**config.mk**
```make
export PLATFORM = sky130hd
export DESIGN_NAME = bp_div_cell
export DESIGN_NICKNAME = d
export VERILOG_FILES = /design/src/rtl/core/bp_pkg.sv /design/src/rtl/core/bp_div_cell.sv
export SDC_FILE = /design/constraint.sdc
export NUM_CORES = 1
export LEC_CHECK = 0
export ABC_AREA = 1
export CAP_MARGIN = 20
export CORE_ASPECT_RATIO = 1.5
export CORE_MARGIN = 4
export CORE_UTILIZATION = 50
export CTS_CLUSTER_SIZE = 25
export DETAILED_ROUTE_END_ITERATION = 8
export DONT_BUFFER_PORTS = 1
export PLACE_DENSITY = 0.75
export REMOVE_ABC_BUFFERS = 1
export SYNTH_ARGS = -nofsm -noshare
export SYNTH_HDL_FRONTEND = slang
export SYNTH_SLANG_ARGS = --single-unit
```
**constraint.sdc**
```tcl
create_clock -name i_clk -period 10.9 [get_ports i_clk]
set_input_delay 2.18 -clock i_clk [delete_from_list [all_inputs] [get_ports i_clk]]
set_output_delay 2.18 -clock i_clk [all_outputs]
set_load 0.01 [all_outputs]
```
**src/rtl/core/bp_pkg.sv**
```systemverilog
`timescale 1ns / 1ps

package bp_pkg;

    // fixed field widths
    localparam int COORD_W   = 24;
    localparam int RADIUS_W  = 23;
    localparam int SHIFT_W   = 24;
    localparam int CFG_W     = 24;
    localparam int CFG_IDX_W = 2;

    // internal arithmetic widths
    localparam int SQ_W   = 2 * COORD_W;
    localparam int NORM_W = COORD_W;
    localparam int NUM_W  = RADIUS_W + COORD_W;

    localparam logic [RADIUS_W-1:0] RADIUS_RESET = RADIUS_W'(65536);

    // register indexes
    typedef enum logic [CFG_IDX_W-1:0] {
        CFG_NORM_MODE = 2'd0,
        CFG_SHIFT_X   = 2'd1,
        CFG_SHIFT_Y   = 2'd2,
        CFG_RADIUS    = 2'd3
    } t_cfg_idx;

    // payload words
    typedef struct packed {
        logic signed [COORD_W-1:0] in_x;
        logic signed [COORD_W-1:0] in_y;
    } t_in_word;

    typedef struct packed {
        logic signed [COORD_W-1:0] out_x;
        logic signed [COORD_W-1:0] out_y;
        logic                      was_outside;
    } t_out_word;

    // data handed between square root cells
    typedef struct packed {
        logic                      valid;
        logic [SQ_W-1:0]           rem;
        logic [NORM_W-1:0]         root;
        logic signed [COORD_W-1:0] x;
        logic signed [COORD_W-1:0] y;
        logic [COORD_W-1:0]        ax;
        logic [COORD_W-1:0]        ay;
    } t_sqrt_lane;

    // data handed between divider cells
    typedef struct packed {
        logic                      valid;
        logic [NUM_W-1:0]          rem_x;
        logic [NUM_W-1:0]          rem_y;
        logic [COORD_W-1:0]        q_x;
        logic [COORD_W-1:0]        q_y;
        logic [NORM_W-1:0]         d;
        logic                      hit;
        logic signed [COORD_W-1:0] x;
        logic signed [COORD_W-1:0] y;
    } t_div_lane;

endpackage

```
**src/rtl/core/bp_div_cell.sv**
```systemverilog
`timescale 1ns / 1ps

module bp_div_cell
    import bp_pkg::*;
#(
    parameter int BIT = 0
) (
    input  logic      i_clk,
    input  logic      i_rst_n,
    input  logic      i_en,
    input  t_div_lane i_lane,
    output t_div_lane o_lane
);

    t_div_lane        r_lane;
    t_div_lane        n_lane;
    logic [NUM_W-1:0] sub;

    // one quotient bit for both coordinates, shared divisor
    always_comb begin
        sub    = {{(NUM_W-NORM_W){1'b0}}, i_lane.d} << BIT;
        n_lane = i_lane;
        if (i_lane.rem_x >= sub) begin
            n_lane.rem_x = i_lane.rem_x - sub;
            n_lane.q_x   = i_lane.q_x | (COORD_W'(1) << BIT);
        end
        if (i_lane.rem_y >= sub) begin
            n_lane.rem_y = i_lane.rem_y - sub;
            n_lane.q_y   = i_lane.q_y | (COORD_W'(1) << BIT);
        end
    end

    always_ff @(posedge i_clk) begin
        if (!i_rst_n) begin
            r_lane.valid <= 1'b0;
        end else if (i_en) begin
            r_lane <= n_lane;
        end
    end

    assign o_lane = r_lane;

endmodule

```
Word-level counts from Yosys, hierarchy flattened
Cells that the tools add are included.
- bits in registers: 216
- bits of input ports: 219
- $add $sub $neg: 2
- order comparisons: 2
- muxes and demuxes: 2
- reduce and logical (&&, ||, !) cells: 1
- operator list (cell ; number):
    $ge A47 B24 Y1 ; 2
    $mux W47 ; 2
    $sub A47 B24 Y47 ; 2
    $reduce_and A2 Y1 ; 1

Longest topological paths before layout
- word-level depth: 2
- depth in mapped cells: 17
- gate-level depth less buffers: 16

Worst setup path before layout
No wires, ideal clock.
- path kind: input to register
- start point: input port i_rst_n
- end point: register r_lane, in the netlist o_lane[0] (enable)
- setup time: 0.566 ns
- arrival time: 6.341 ns
- setup slack: 3.992 ns
- stages: 2
- path through: nand2_1 inv_1
- word-level cells in the longest chain between the ends: 1
- ends and longest elaborated chain (element ; RTL line ; text):
    from (decl) ; bp_div_cell.sv:9 ; input logic i_rst_n,
    $reduce_and A2 Y1 (no source line) ; -- ;
    to (signal assigned) ; bp_div_cell.sv:37 ; r_lane <= n_lane;
    to (decl) ; bp_div_cell.sv:15 ; t_div_lane r_lane;
No other way between the ends.
A chain may end at the register's enable or synchronous reset.

==> flow_metrics.tcl <==
set metrics [dict create \
    pwr-share-seq_pct 51.1 \
    fin_crit_ps 4550 \
    netlist_instances 1702 \
    worst_pin_slew_ps 1040 \
    routedWlPerCell_um 22.4 \
    p_comb_share_pct 15.8 \
    mostFrequentLayoutCells "565 x nand2_1, 295 x inv_1, 215 x edfxtp_1" \
    switching_share_pct 28.9 \
    fmax_mhz 220 \
    crit_fanout 58 \
    die_area_sq_um 29900 \
    final_max_slew_viol_count 0 \
    max_stage_delay_ps 870 \
    power_density_nw_per_um2 143 \
    start_util_pct 51.0 \
    drive_gt1_share_pct 7.24 \
    grt_max_degree 82 \
    wl_mm 46.3 \
    cp_cell_sequence "inv_1, ha_1, nand2_1, nand2_1, inv_2, nand2_4, nand2_1, nand2_2, nand2_1, nand2_2, nand2_2, nand3_2, inv_2, o21ai_0" \
    io_buffer_count 0 \
    grt_antenna_before_repair 4 \
    dp_hpwl_mm 39.2 \
    place_ws_ps 5800 \
    synth_edf_count 215 \
    path_clk_slew_ps 70 \
    crit_buf_inv 3 \
    grtUsageTotal_pct 29.9 \
    die_y_um 210 \
    hp-start "o_lane[215]$_SDFFE_PN0P_" \
    status "completed" \
    hold_violations 0 \
    grt-ovfl-total 0 \
    min_period_over_period_pct 41.7 \
    syn2layout_area_growth_pct 7.29 \
    grt_first_pass_wirelength_mm 66.4 \
    cp_data_required_time_ps 11120 \
    synth_area_per_cell_sq_um 7.96 \
    largest_reg_flops 216 \
    setup_tns_ps 0 \
    timing.rr.start "o_lane[215]$_SDFFE_PN0P_" \
    nets 1982 \
    timing.rr.end "o_lane[215]$_SDFFE_PN0P_" \
    skew_ps 0 \
    synth_flop_cell "edfxtp_1" \
    viasPerCell 5.39 \
    netlist-cell-type-count 35 \
    power_switching_w 0.000601 \
    slew_headroom_pct 30.9 \
    worst_setup_path_start_kind "primary input" \
    hold_path.class "reg2reg" \
    dr.pass1.iters 5 \
    peakVddDrop_v 0.000174 \
    drt_iter0_drc 700 \
    rows 73 \
    cts_setup_buffers 0 \
    total_power_w 0.00208 \
    holdPathStages 2 \
    ys_warn_count 0 \
    place.gp.congestion 1.04 \
    synthesis.area_sq_um 13600 \
    yosys_register_bits 216 \
    ys_async_sr_fraction_pct 0 \
    vias 11100 \
    reg2reg_slack_ps 10190 \
    ys_seq_area_share_pct 47.8 \
    core_sq_um 26600 \
    cts_buffer_depth 3 \
    clock_power_share_pct 33.1 \
    crit_arrival_ps 4770 \
    clk_latency_ps 500 \
    cts_tree "yes" \
    htreeDepth 1 \
    p_int_w 0.00148 \
    cts_resized 0 \
    fin_ws_ps 6350 \
    grt_pass1_vias 10900 \
    drcViolationCount 0 \
    rsz0062_at_grt "false" \
    cpMaxStageDelayCell "inv_2" \
    crit_path_end_kind "register" \
    final_common_cell "nand2_1" \
    leakage_nw 6.23 \
    cpMostUsedCell "nand2_1" \
    worstSetupPathType "in2reg" \
    critical_path.top_delay_family "buffers and inverters" \
    cts.sinks 216 \
    drv_cap 0 \
    holdWs_ps 635 \
    reg2reg_depth 2 \
    numCtsBuffers 20 \
    setup-violations-final 0 \
    holdPathEnd "o_lane[215]$_SDFFE_PN0P_" \
    ant_nets 0 \
    cts-root-buf "clkbuf_16" \
    cts-hold-fix-buffers 0 \
    die_w_um 142 \
    io_pins 435 \
]
worst min-delay path, delay by kind of cell (launching register included):
kind / cells / cell delay, ps
DFF: 1 / 340
AOI/OAI and AO/OA: 2 / 250
power by group through the flow:
stage / logic, W / registers [W] / clock network (W)
2_1_floorplan: 0.000233 / 0.00107 / 0
3_3_place_gp: 0.000323 / 0.00108 / 0
3_5_place_dp: 0.000326 / 0.00108 / 0
4_1_cts: 0.000328 / 0.00107 / 0.000703
5_1_grt: 0.000365 / 0.00107 / 0.000743
6_report: 0.000329 / 0.00106 / 0.000691
area by class of cell:
class | instances | area [sq um]
Antenna cell | 4 | 10.0
Multi-Input combinational cell | 1164 | 5810
Fill cell | 2482 | 12000
Sequential cell | 216 | 6480
Tap cell | 337 | 422
Timing Repair Buffer | 3 | 22.5
Clock inverter | 11 | 100
Inverter | 308 | 1160
Clock buffer | 25 | 541
kinds of logic after synthesis:
family	after synthesis	synth area share [%]
xor gates and xnor gates	41	2.65
AOI/OAI and AO/OA	126	5.96
adders and majority gates	50	4.73
buffers and inverters	322	9.37
DFF	216	47.8
and+or+nand+nor	947	29.5
worst max-delay path by stage:
stage | start | endpoint | slack, ps | cells after the start
6_report | i_lane[51] | o_lane[172]$_DFFE_PP_ | 6350 | 14
5_1_grt | i_lane[71] | o_lane[172]$_DFFE_PP_ | 6040 | 10
4_1_cts | i_lane[51] | o_lane[191]$_DFFE_PP_ | 6340 | 14
3_5_place_dp | i_lane[71] | o_lane[191]$_DFFE_PP_ | 5800 | 10
3_3_place_gp | i_lane[54] | o_lane[181]$_DFFE_PP_ | 5890 | 14
2_1_floorplan | i_rst_n | o_lane[0]$_DFFE_PP_ | 3990 | 2
Yosys cell counts (9+ instances only):
library cell / instances / area share (%)
nand3b_1: 20 / 1.1
a21oi_1: 33 / 1.2
nand2_1: 565 / 16
xnor2_1: 32 / 2.1
inv_2: 12 / 0.33
a21oi_2: 31 / 2.0
nand4_1: 29 / 1.3
nor3_1: 17 / 0.63
ha_1: 48 / 4.4
nand3_1: 110 / 4.1
nor2_2: 11 / 0.51
o21ai_0: 44 / 1.6
nor2_1: 166 / 4.6
inv_1: 296 / 8.2
xor2_1: 9 / 0.58
edfxtp_1: 215 / 48
nand2_2: 15 / 0.69
o21ai_2: 10 / 0.65
routing by layer:
metal  vias up  global-route usage (%)  wire length [um]
met3       117                    8.00              4060
met4         0                    16.8              3030
met1      5064                    28.9             14600
met5         -                       0                 0
met2       490                    55.9             24600
li1       5471                       -                 -
through the flow:
stage          instances  utilization [%]  area [sq um]
2_1_floorplan       1688                -         13400
3_3_place_gp        2028             52.3         13900
3_5_place_dp        2028             52.3         13900
4_1_cts             2064             54.7         14500
5_1_grt             2064             54.7         14500
6_report            2068             54.7         14500
Note: power is estimated with default switching activity, not from simulation.
