[src/rtl/core/bp_pkg.sv]
`timescale 1ns / 1ps

package bp_pkg;

    // fixed field widths
    localparam int COORD_W   = 24;
    localparam int RADIUS_W  = 23;
    localparam int SHIFT_W   = 24;
    localparam int CFG_W     = 24;
    localparam int CFG_IDX_W = 2;

    // internal arithmetic widths
    localparam int SQ_W   = 2 * COORD_W;
    localparam int NORM_W = COORD_W;
    localparam int NUM_W  = RADIUS_W + COORD_W;

    localparam logic [RADIUS_W-1:0] RADIUS_RESET = RADIUS_W'(65536);

    // register indexes
    typedef enum logic [CFG_IDX_W-1:0] {
        CFG_NORM_MODE = 2'd0,
        CFG_SHIFT_X   = 2'd1,
        CFG_SHIFT_Y   = 2'd2,
        CFG_RADIUS    = 2'd3
    } t_cfg_idx;

    // payload words
    typedef struct packed {
        logic signed [COORD_W-1:0] in_x;
        logic signed [COORD_W-1:0] in_y;
    } t_in_word;

    typedef struct packed {
        logic signed [COORD_W-1:0] out_x;
        logic signed [COORD_W-1:0] out_y;
        logic                      was_outside;
    } t_out_word;

    // data handed between square root cells
    typedef struct packed {
        logic                      valid;
        logic [SQ_W-1:0]           rem;
        logic [NORM_W-1:0]         root;
        logic signed [COORD_W-1:0] x;
        logic signed [COORD_W-1:0] y;
        logic [COORD_W-1:0]        ax;
        logic [COORD_W-1:0]        ay;
    } t_sqrt_lane;

    // data handed between divider cells
    typedef struct packed {
        logic                      valid;
        logic [NUM_W-1:0]          rem_x;
        logic [NUM_W-1:0]          rem_y;
        logic [COORD_W-1:0]        q_x;
        logic [COORD_W-1:0]        q_y;
        logic [NORM_W-1:0]         d;
        logic                      hit;
        logic signed [COORD_W-1:0] x;
        logic signed [COORD_W-1:0] y;
    } t_div_lane;

endpackage

[src/rtl/core/bp_sqrt_cell.sv]
`timescale 1ns / 1ps

module bp_sqrt_cell
    import bp_pkg::*;
#(
    parameter int BIT = 0
) (
    input  logic       i_clk,
    input  logic       i_rst_n,
    input  logic       i_en,
    input  t_sqrt_lane i_lane,
    output t_sqrt_lane o_lane
);

    t_sqrt_lane      r_lane;
    t_sqrt_lane      n_lane;
    logic [SQ_W-1:0] trial;

    // one root bit: try (2*root + 2^b) * 2^b against the remainder
    always_comb begin
        trial  = ({{(SQ_W-NORM_W){1'b0}}, i_lane.root} << (BIT + 1))
               | (SQ_W'(1) << (2 * BIT));
        n_lane = i_lane;
        if (i_lane.rem >= trial) begin
            n_lane.rem  = i_lane.rem - trial;
            n_lane.root = i_lane.root | (NORM_W'(1) << BIT);
        end
    end

    always_ff @(posedge i_clk) begin
        if (!i_rst_n) begin
            r_lane.valid <= 1'b0;
        end else if (i_en) begin
            r_lane <= n_lane;
        end
    end

    assign o_lane = r_lane;

endmodule

[config.mk]
export PLATFORM = sky130hd
export DESIGN_NAME = bp_sqrt_cell
export DESIGN_NICKNAME = d
export VERILOG_FILES = /design/src/rtl/core/bp_pkg.sv /design/src/rtl/core/bp_sqrt_cell.sv
export SDC_FILE = /design/constraint.sdc
export NUM_CORES = 1
export LEC_CHECK = 0
export BUFFER_PORTS_ARGS = -buffer_cell sky130_fd_sc_hd__buf_2
export CAP_MARGIN = 20
export CORE_ASPECT_RATIO = 0.6
export CORE_MARGIN = 8
export CORE_UTILIZATION = 50
export DETAILED_ROUTE_END_ITERATION = 10
export PLACE_DENSITY = 0.84
export SLEW_MARGIN = 20
export SYNTH_ARGS = -nofsm -noshare
export SYNTH_HDL_FRONTEND = slang
export SYNTH_SLANG_ARGS = --single-unit
[constraint.sdc]
create_clock -name i_clk -period 10.3 [get_ports i_clk]
set_input_delay 2.06 -clock i_clk [delete_from_list [all_inputs] [get_ports i_clk]]
set_output_delay 2.06 -clock i_clk [all_outputs]
set_load 0.005 [all_outputs]
# Yosys cells after proc, flatten, opt, wreduce, memory -nomap -nowiden
# Cells that the tools add are included.
[word_totals]
word_cells = 12
latchBits = 0
mem_count = 0
mem_bits_rw = 0
mem_bits_ro = 0
reg_bits = 169
out_inout_bits = 169
[op_classes]
order_cmp = 1
reduce_logical = 1
bitwise_logic = 0
multipliers = 0
add_sub_neg = 1
n_div = 0
mux = 1
eq_ne = 0
shifts = 0
[ops]
columns = ["operator", "n"]
rows = [
  ["$mux W72", 1],
  ["$ge A48 B25 Y1", 1],
  ["$sub A48 B25 Y48", 1],
  ["$reduce_and A2 Y1", 1],
]

# Logic depth before layout (Yosys ltp)
# Gate-level depths: netlist of run 1.
[depth]
ltp_word = 2
depth_mapped = 12

# Least setup slack after synthesis of run 1
# Ideal clock, no wire load.
[synth_timing]
kind = "in2reg"
start = "input port i_en"
end = "register r_lane (netlist bit o_lane[0]), enable pin"
slack_ns = 3.868
arrival_time_ns = 5.884
stages = 1
setup_ns = 0.547
path_cell_list = "and2_1"
[synth_between]
elab_chain_len = 1
[synth_rtl]
columns = ["element", "line", "text"]
rows = [
  ["start, declared", "bp_sqrt_cell.sv:10", "input logic i_en,"],
  ["$reduce_and A2 Y1 (no source line)", "--", ""],
  ["end signal, assigned", "bp_sqrt_cell.sv:34", "r_lane <= n_lane;"],
  ["end, declared", "bp_sqrt_cell.sv:15", "t_sqrt_lane r_lane;"],
]
# No other way between the ends.
# A chain may end at the register's enable or synchronous reset.

==> impl_results.md, run 1 <==
- Status: complete, no violations
- Post-detail-place hpwl: 18.6 mm
- Relative slew slack: 30.1%
- GP Congestion: 0.880
- Worst Path Required: around 10 ns
- Mean area per synthesized cell: 14.0 um^2
- P per Cell Area: around 170 nW/um^2
- Lkg Pwr: 4.26 nW
- DRC: 0
- Pin count of the biggest net entering global routing: 78
- Clk slew on worst S/H paths: 0.07 ns
- RSZ-0062 raised after global routing: false
- FFs w/ async S/R, synth: 0%
- Worst r2r src: o_lane[168]$_SDFFE_PN0P_
- Max Freq: 0.208 GHz
- Dpl cell area: 9530 um^2
- Sequential share of the synthesized area: 66.2%
- Comb pwr share: 14.1%
- Synth Cell Area: 7660 um^2
- Die Wd: about 180 um
- Minimum clock period: 4.82 ns
- Critical path type: input pin to register
- Post-synth top cells: edfxtp_1 (168), nand2_1 (50), inv_1 (31)
- Ratio of final minimum period to clock period: 46.8%
- Max cap viols: 0
- Wire length per cell: 20.9 um
- Synthesis Warnings: 0
- Crit path DAT: 4.98 ns
- Final ANT Viol Nets: 0
- Final hold vios: 0
- Register bit total from synthesis: 169
- Max reg flops: 169
- Router iterations before antenna repair: 5
- Nets: 1,090
- Initial Util: approximately 50%
- Peak VDD IR: 0.0965 mV
- Clock power share: roughly 37%
- Layout cells sized above 1: 44.3%
- Synth area leaders: edfxtp_1 (66%), ha_1 (4.1%), xor2_1 (3.1%)
- Worst-Skew Late Latency: 0.41 ns
- Num rows: 35
- Root Driver: clkbuf_16
- Final WL: 23.1 mm
- NetSw: 445 uW
- Setup TNS: 0 ns
- Final Cell Area: roughly 10,000 um^2
- Final setup violation count: 0
- CP endpoint: o_lane[121]$_DFFE_PP_
- DR iter-0 viols: about 520
- Worst r2r path cells: 2
- Sequential power share: 49.1%
- # IOs: 341
- Total CTS buffers: 17
- Setup bufs post-CTS: 0
- Switching portion of total power: 26.3%
- Placeable Area: 15,200 um^2
- GRT Overall Usage: 22.8%
- Vias in the first global route: 5,644
- FF-to-FF setup slack: 9.71 ns
- CTS Buffer Depth: 2
- Post-Syn Nets: 743
- Grt total ovfl: 0
- Hold Crit Class: register to register
- Post-CTS Hold Fix Bufs: 0
- Slew Limit Fails: 0
- Initial antenna violation count: 4
- Die area: 19,700 um^2
- Clk_skew: 0 ns
- P_int: 1.25 mW
- First-pass GRT wire length: 34.5 mm
- Htree depth: 4
- Routed vias/inst: approximately 5.2
- Synth Flop Type: edfxtp_1
- Critical Path Fanout Max: 50
- Cells after synthesis: 545
- Area leader, netlist: edfxtp_1
- Crit. End Element: register
- Hold Slack: between 0.5 and 0.6 ns
- Most frequent cell after synthesis: edfxtp_1
- Post-cts resize count: 0
- RR Endpoint: o_lane[168]$_SDFFE_PN0P_
- CTS tree: done
- Clk sinks: ~170
- Critical path launch point type: input pin
- Share of the synthesized area in the top cell type: 65.9%
- Die Y-Extent: 112 um
- I/O Buffers: between 300 and 400
- Via count: 5,805
- Distinct cell type count after synthesis: 63
- Post-synth EDFFs: 168
- Slew @ Worst Pin: between 1 and 1.5 ns
- Critical Path Source: i_lane[114]
- Syn-to-layout area delta: 32.1%
==> layer usage <==
| metal | global-route usage [%] | part of all wire (%) | up-vias |
|---|---|---|---|
| met3 | 7.20 | 9.1 | 19 |
| li1 | - | - | 2763 |
| met5 | 0 | 0.21 | - |
| met4 | 4.16 | 0.68 | 8 |
| met2 | 37.5 | 49 | 269 |
| met1 | 29.5 | 41 | 2746 |
==> metrics by stage <==
stage                     util (%)  power [mW]  worst slack [ns]  std cells
after floorplan                  -       0.964              3.87        545
after global placement        62.9        1.08              5.17       1076
after detailed placement      62.9        1.08              5.09       1076
after CTS                     66.8        1.70              5.51       1108
after global routing          66.8        1.76              5.21       1108
final                         66.8        1.69              5.48       1109
==> logic make-up after synthesis <==
family,after synthesis,share of synthesized area [%]
AND/OR/NAND/NOR,145,11.2
buffers and inverters,46,2.96
multiplexers,3,0.425
adder cells (fa/ha/maj),26,4.35
AO/OA/AOI/OAI,112,9.84
flip-flops,169,66.2
XOR/XNOR,44,5.03
==> placed cells by master, fill, tap and decap left out, types with 4 or more instances in the layout <==
master	instances
inv_1	31
o21ai_0	27
nand2_1	50
xnor2_1	17
inv_8	7
nor4_4	4
nor2_1	22
edfxtp_1	168
a21oi_1	29
a21o_1	12
nor3_1	12
nand4_1	6
and4_1	4
nor2b_1	4
clkbuf_16	17
nor4_1	5
buf_2	340
o21ai_1	9
nor4_2	4
nand3_1	7
xor2_1	27
a211oi_1	4
ha_1	25
==> worst max-delay path: stages <==
cell and delay, ns:
buf_2 0.10, inv_1 0.04, ha_1 0.35, a21oi_1 0.28, o21ai_0 0.25, a21oi_1 0.43, o2111ai_4 0.21, nor2_4 0.83
mux2_1 0.39
==> worst min path at each step <==
stage	slack [ns]	end	start	depth (start not counted)
6_report	0.53	o_lane[168]$_SDFFE_PN0P_	o_lane[168]$_SDFFE_PN0P_	2
5_1_grt	0.57	o_lane[168]$_SDFFE_PN0P_	o_lane[168]$_SDFFE_PN0P_	2
4_1_cts	0.53	o_lane[168]$_SDFFE_PN0P_	o_lane[168]$_SDFFE_PN0P_	2
3_5_place_dp	0.52	o_lane[168]$_SDFFE_PN0P_	o_lane[168]$_SDFFE_PN0P_	2
3_3_place_gp	0.50	o_lane[168]$_SDFFE_PN0P_	o_lane[168]$_SDFFE_PN0P_	2
2_1_floorplan	0.51	o_lane[168]$_SDFFE_PN0P_	o_lane[168]$_SDFFE_PN0P_	2
==> area by class of cell <==
cell class,instances,area (um^2)
Sequential cell,169,5060
Fill cell,1170,5030
Multi-Input combinational cell,330,2370
Timing Repair Buffer,343,1720
Clock buffer,18,429
Tap cell,203,254
Clock inverter,14,153
Inverter,31,116
Antenna cell,1,2.50
==> power groups by stage <==
stage                     sequential (mW)  combinational, mW  clock, mW
after CTS                           0.831              0.240      0.633
after global routing                0.834              0.262      0.662
after detailed placement            0.845              0.239          0
final                               0.830              0.239      0.622
after global placement              0.843              0.233          0
after floorplan                     0.857              0.108          0
No activity file was read; power rests on OpenSTA's default activity.
==> run 2: changes to the inputs <==
--- a/config.mk
+++ b/config.mk
@@ -9,9 +9,9 @@
 export CAP_MARGIN = 20
 export CORE_ASPECT_RATIO = 0.6
 export CORE_MARGIN = 8
-export CORE_UTILIZATION = 50
+export CORE_UTILIZATION = 43
 export DETAILED_ROUTE_END_ITERATION = 10
-export PLACE_DENSITY = 0.84
+export PLACE_DENSITY = 0.77
 export SLEW_MARGIN = 20
 export SYNTH_ARGS = -nofsm -noshare
 export SYNTH_HDL_FRONTEND = slang
==> constraint.sdc (replaced) <==
create_clock -name i_clk -period 4.05 [get_ports i_clk]
set_input_delay 0.81 -clock i_clk [delete_from_list [all_inputs] [get_ports i_clk]]
set_output_delay 0.81 -clock i_clk [all_outputs]
set_load 0.005 [all_outputs]
==> run 2 against run 1 <==
Sequential power rose to 2.5 times the previous value. First-iteration DRC count decreased by 12%. Clock-buffer cell count down 1. Total power increased to 2.6 times the previous value. Flip-flop and latch count did not move. Worst setup slack got worse by 4.7 ns. Largest cell class unchanged.
==> impl_results.md, run 2 (synthesized netlist as in run 1, its figures left out) <==
- Worst hold path stage count: 2
- Critical Path Fanout Max: 14
- CTS Buffer Depth: 2
- DRC: 0
- Levels on crit path: 10
- I/O Buffers: 340
- Clk slew on worst S/H paths: roughly 0.080 ns
- Commonest non-fill, non-tap cell in the layout: buf_2
- Slew Limit Fails: 0
- Die Y-Extent: 119 um
- Slowest Stage Delay on Critical Path: 0.56 ns
- Clk_skew: 0 ns
- # IOs: 341
- Htree depth: 4
- Critical path launch point type: input pin
- Pre-CTS setup slack: 0.364 ns
- Hold Crit Class: register to register
- RSZ-0062 raised after global routing: false
- Worst path cell trace: buf_2 -> inv_1 -> ha_1 -> and4_1 -> nand4_1 -> or4_4 -> o2111ai_4 -> o21ai_4 -> nor4bb_1 -> xor2_1
- Peak VDD IR: approximately 0.21 mV
- Slowest CP cell: or4_4
- Root Driver: clkbuf_16
- Worst Path Required: 4.22 ns
- Die Wd: about 190 um
- Num rows: 37
- Lkg Pwr: 4.29 nW
- Final WL: 23.6 mm
- Final ANT Viol Nets: 0
- Setup bufs post-CTS: 0
- GP Congestion: between 0.8 and 0.9
- Relative slew slack: 55.7%
- CTS tree: done
- Most frequent cells in the layout: buf_2 (340), edfxtp_1 (168), nand2_1 (50)
- Status: complete, no violations
- Met2 usage: between 30 and 40%
- Worst r2r path cells: 2
- GRT Overall Usage: about a fifth
- WP buf/inv: 2
- Pin count of the biggest net entering global routing: 92
- Met1 global-route usage: 25.6%
- Initial antenna violation count: 6
- Clk sinks: between 150 and 200
- Routed vias/inst: 5.15
- Slew @ Worst Pin: 0.661 ns
- Multi-input gate area: 2370 um^2
- Die area: 22,500 um^2
- CP top delay family: simple AND/OR/NAND/NOR gates
- Placeable Area: 17,300 um^2
- Worst-Skew Late Latency: 0.43 ns
- Minimum clock period: 3.28 ns
- First-pass GRT wire length: 35.3 mm
- Router iterations before antenna repair: 5
- Hold Slack: 0.523 ns
- PnR worst setup slack: 0.767 ns
- Wire length per cell: just over 20 um
- Final setup violation count: 0
- Initial Util: between 40% and 50%
- Post-cts resize count: 0
- Via count: about 5.9k
- Number of fill cells: 1,422
- P per Cell Area: 423 nW/um^2
- Max cap viols: 0
- Syn-to-layout area delta: 33.6%
- Nets: between 1k and 1.5k
- Critical path type: input pin to register
- Dpl cells: 1,112
- Vias in the first global route: 5,744
- Non-Filler Instances: 1,148
- Grt total ovfl: 0
- Gr busiest metal: met2
- Total CTS buffers: 17
- Final hold vios: 0
- Setup TNS: 0 ns
- Post-CTS Hold Fix Bufs: 0
- FF+latch area: about 5000 um^2
- Layout cells sized above 1: 44.6%
- Crit path DAT: 3.45 ns
- Max Freq: 0.305 GHz
- Crit. End Element: register
- Post-detail-place hpwl: 18.8 mm
- Max reg flops: ~170
- Met3 Usage GRT: 8.04%
- Ratio of final minimum period to clock period: 81.1%
- DR iter-0 viols: 456
[run 2: changes by cell type in the layout (fill, tap and decap cells not counted), sizes merged]
cell    previous run  this run
buf              343       348
clkinv             3         6
diode              1         4
inv               40        38
clkbuf            18        17
[run 2: final timing paths]
kind / startpoint / endpoint / slack [ns]
min: o_lane[168]$_SDFFE_PN0P_ / o_lane[168]$_SDFFE_PN0P_ / 0.52
min reg2reg: o_lane[168]$_SDFFE_PN0P_ / o_lane[168]$_SDFFE_PN0P_ / 0.52
max reg2reg: o_lane[168]$_SDFFE_PN0P_ / o_lane[168]$_SDFFE_PN0P_ / 3.45
max: i_lane[112] / o_lane[148]$_DFFE_PP_ / 0.77
[run 2: report_power, final]
group | switching [mW] | total (mW) | internal (mW)
clock network | 0.778 | 1.60 | 0.824
logic | 0.353 | 0.621 | 0.267
registers | 0.0297 | 2.11 | 2.08
total | 1.16 | 4.33 | 3.17
[run 2: layer usage]
layer | up-vias | part of all wire [%] | wire, um
met4 | 12 | 0.89 | 211
li1 | 2774 | - | -
met1 | 2842 | 40 | 9380
met5 | - | 0.30 | 72
met2 | 253 | 48 | 11500
met3 | 33 | 11 | 2510
[run 2: stage by stage]
stage	util [%]	total power, mW	area [um^2]
after floorplan	-	2.45	7660
after global placement	55.8	2.75	9630
after detailed placement	55.8	2.77	9630
after CTS	59.2	4.37	10200
after global routing	59.2	4.50	10200
final	59.2	4.33	10200
[run 2: cell type report]
class / count / area share (%)
repair buffers: 348 / 17.5
multi-input cells: 330 / 23.2
inverters: 31 / 1.14
flip-flops and latches: 169 / 49.5
well taps: 234 / 2.86
clock buffers: 17 / 4.16
clock inverters: 15 / 1.55
diodes: 4 / 0.0979
[run 2: worst register-to-register path: cells and delay by family, from the launching register on]
family	cells	cell delay [ns]
flops	1	0.31
simple gates	1	0.06
mux	1	0.13
==> run 3: changes to the inputs <==
--- a/config.mk
+++ b/config.mk
@@ -5,13 +5,14 @@
 export SDC_FILE = /design/constraint.sdc
 export NUM_CORES = 1
 export LEC_CHECK = 0
+export ABC_AREA = 1
 export BUFFER_PORTS_ARGS = -buffer_cell sky130_fd_sc_hd__buf_2
 export CAP_MARGIN = 20
 export CORE_ASPECT_RATIO = 0.6
 export CORE_MARGIN = 8
-export CORE_UTILIZATION = 43
+export CORE_UTILIZATION = 45
 export DETAILED_ROUTE_END_ITERATION = 10
-export PLACE_DENSITY = 0.77
+export PLACE_DENSITY = 0.78
 export SLEW_MARGIN = 20
 export SYNTH_ARGS = -nofsm -noshare
 export SYNTH_HDL_FRONTEND = slang
==> constraint.sdc (replaced) <==
create_clock -name i_clk -period 2.9 [get_ports i_clk]
set_input_delay 0.58 -clock i_clk [delete_from_list [all_inputs] [get_ports i_clk]]
set_output_delay 0.58 -clock i_clk [all_outputs]
set_load 0.005 [all_outputs]
==> run 3 against run 2 <==
Flip-flop and latch count did not move. Worst setup slack worse by 0.17 ns. Critical path depth is 4 higher. Routed wire length rose by 19%. Sequential share of layout area fell by 5.3 points. Critical path type unchanged. Largest cell class unchanged. Highest routed layer unchanged.
==> impl_results.md, run 3 <==
- Most frequent cell after synthesis: nand2_1
- Critical path type: input pin to register
- Mean area per synthesized cell: approximately 9.4 um^2
- Sequential share of the synthesized area: 58.2%
- Num rows: 39
- Synth area leaders: edfxtp_1 (58%), nand2_1 (13%), inv_1 (6.9%)
- Synth Flop Type: edfxtp_1
- Post-Syn Nets: 1,128
- Switching portion of total power: 26.6%
- RSZ-0062 raised after global routing: false
- Clk sinks: approximately 170
- Commonest non-fill, non-tap cell in the layout: buf_2
- RR Endpoint: o_lane[168]$_SDFFE_PN0P_
- P per Cell Area: around 560 nW/um^2
- Total CTS buffers: 17
- Max reg flops: roughly 170
- Initial Util: 45.9%
- Ratio of final minimum period to clock period: 79.3%
- GRT Overall Usage: 22.8%
- Post-synth EDFFs: 168
- Final setup violation count: 0
- Clock power share: 38.1%
- Die Wd: 196 um
- Most frequent cells in the layout: buf_2 (340), nand2_1 (291), edfxtp_1 (168)
- Tot Pwr: approximately 6.4 mW
- Layout cells sized above 1: 33.2%
- Synth Cell Area: about 8700 um^2
- Minimum clock period: 2.30 ns
- Peak VDD IR: 0.374 mV
- Die area: about 24,000 um^2
- DRC: 0
- Clk slew on worst S/H paths: 0.07 ns
- Clk_skew: 0 ns
- Final WL: about 28 mm
- Critical path launch point type: input pin
- Initial antenna violation count: 3
- Post-detail-place hpwl: 22.9 mm
- Worst-Skew Late Latency: roughly 0.44 ns
- Register bit total from synthesis: ~170
- Max Freq: roughly 0.43 GHz
- Root Driver: clkbuf_16
- Synthesis Warnings: 0
- Grt total ovfl: 0
- DR iter-0 viols: 540
- Slew Limit Fails: 0
- Htree depth: 4
- Critical Path Source: i_lane[96]
- Max cap viols: 0
- Non-Filler Instances: approximately 1.6k
- Final ANT Viol Nets: 0
- CTS Buffer Depth: 2
- CP endpoint: o_lane[123]$_DFFE_PP_
- Routed vias/inst: 4.99
- I/O Buffers: 340
- Die Y-Extent: 124 um
- Wire length per cell: 18.1 um
- First-pass GRT wire length: 42.0 mm
- Post-synth top cells: nand2_1 (292), edfxtp_1 (168), inv_1 (160)
- Post-cts resize count: 0
- Comb pwr share: 15.8%
- Slew @ Worst Pin: just under 0.7 ns
- Distinct cell type count after synthesis: 29
- Router iterations before antenna repair: 5
- Crit path DAT: approximately 2.5 ns
- FF-to-FF setup slack: approximately 2.3 ns
- Cells after synthesis: 930
- Critical Path Fanout Max: 23
- Nets: 1,492
- Hold Slack: 0.313 ns
- Final hold vios: 0
- Crit. End Element: register
- Via count: roughly 7.8k
- Placeable Area: about 19,000 um^2
- NetSw: 1.70 mW
- Relative slew slack: 54.9%
- Pin count of the biggest net entering global routing: 43
- FFs w/ async S/R, synth: 0%
- Area leader, netlist: edfxtp_1
- # IOs: 341
- GP Congestion: 0.956
- Worst r2r src: o_lane[168]$_SDFFE_PN0P_
- Share of the synthesized area in the top cell type: 58.0%
- Sequential power share: 46.1%
- Lkg Pwr: about 5.4 nW
- P_int: 4.69 mW
- Post-CTS Hold Fix Bufs: 0
- Hold Crit Class: input pin to register
- Syn-to-layout area delta: 31.7%
- Worst r2r path cells: 2
- Pre-CTS setup slack: between 0.15 and 0.2 ns
- Dpl cells: 1,521
- Worst Path Required: 3.08 ns
- CTS tree: done
- Status: complete, no violations
- PnR worst setup slack: ~0.6 ns
- Final Cell Area: 11,500 um^2
- Setup bufs post-CTS: 0
- Vias in the first global route: 7,650
- Dpl cell area: 10,800 um^2
[run 3: cell count changes after synthesis, moves of 6 or more]
| cell | delta |
|---|---|
| nand2_2 | +12 |
| nor2_1 | +59 |
| a21oi_1 | -13 |
| nand2_1 | +242 |
| inv_1 | +129 |
| xor2_1 | -20 |
| nor3_1 | -6 |
| nand4_1 | +10 |
| a21oi_2 | +20 |
| nand3_1 | +46 |
| nor4_1 | -6 |
| o21ai_1 | -9 |
| a21o_1 | -12 |
[run 3: layer usage]
metal  global-route usage [%]  vias to the layer above  wire (um)
li1                         -                     3740          -
met1                     29.8                     3589      11900
met2                     36.3                      403      12700
met3                     8.01                       24       3290
met4                     5.33                        4        253
met5                        0                        -         26
[run 3: how the worst min path moves through the flow]
stage | to | depth (start not counted) | from
after floorplan | o_lane[168]$_SDFFE_PN0P_ | 2 | o_lane[168]$_SDFFE_PN0P_
after global placement | o_lane[168]$_SDFFE_PN0P_ | 2 | o_lane[168]$_SDFFE_PN0P_
after detailed placement | o_lane[168]$_SDFFE_PN0P_ | 2 | o_lane[168]$_SDFFE_PN0P_
after CTS | o_lane[80]$_DFFE_PP_ | 1 | i_lane[80]
after global routing | o_lane[11]$_DFFE_PP_ | 1 | i_lane[11]
final | o_lane[80]$_DFFE_PP_ | 1 | i_lane[80]
[run 3: kinds of logic after synthesis]
group	count (synthesis)	synth area share [%]
compound gates	61	4.40
xor+xnor	23	2.31
fa+ha+maj	26	3.82
buf+inv	172	7.86
flops	169	58.2
simple gates	479	23.4
[run 3: final cells by class]
cell class	instances	area, um^2
well taps	246	308
repair buffers	352	1850
flip-flops and latches	169	5060
clock buffers	17	425
inverters	165	626
diodes	1	2.50
multi-input cells	589	2970
fillers	1645	7520
clock inverters	15	208
[run 3: worst max-delay path, stage by stage]
cell	delay, ns
buf_2	0.07
inv_1	0.07
fa_1	0.45
nand3_1	0.11
nand3_2	0.15
nand2_2	0.10
nand2_2	0.10
nand2_2	0.08
nand2_2	0.07
nand2_2	0.09
nand3_4	0.08
inv_4	0.23
buf_12	0.19
o21ai_0	0.09
[run 3: stage by stage]
stage | setup TNS (ns) | utilization (%)
after floorplan | -100.52 | -
after global placement | 0 | 57.0
after detailed placement | 0 | 57.0
after CTS | 0 | 60.4
after global routing | 0 | 60.4
final | 0 | 60.4
[run 3: power by group through the flow]
| stage | Sequential (mW) | Clock [mW] | Combinational (mW) |
|---|---|---|---|
| floorplan | 3.04 | 0 | 0.464 |
| global placement | 2.99 | 0 | 0.983 |
| detailed placement | 3.00 | 0 | 1.00 |
| CTS | 2.95 | 2.50 | 1.01 |
| global route | 2.96 | 2.57 | 1.12 |
| finish | 2.95 | 2.44 | 1.01 |
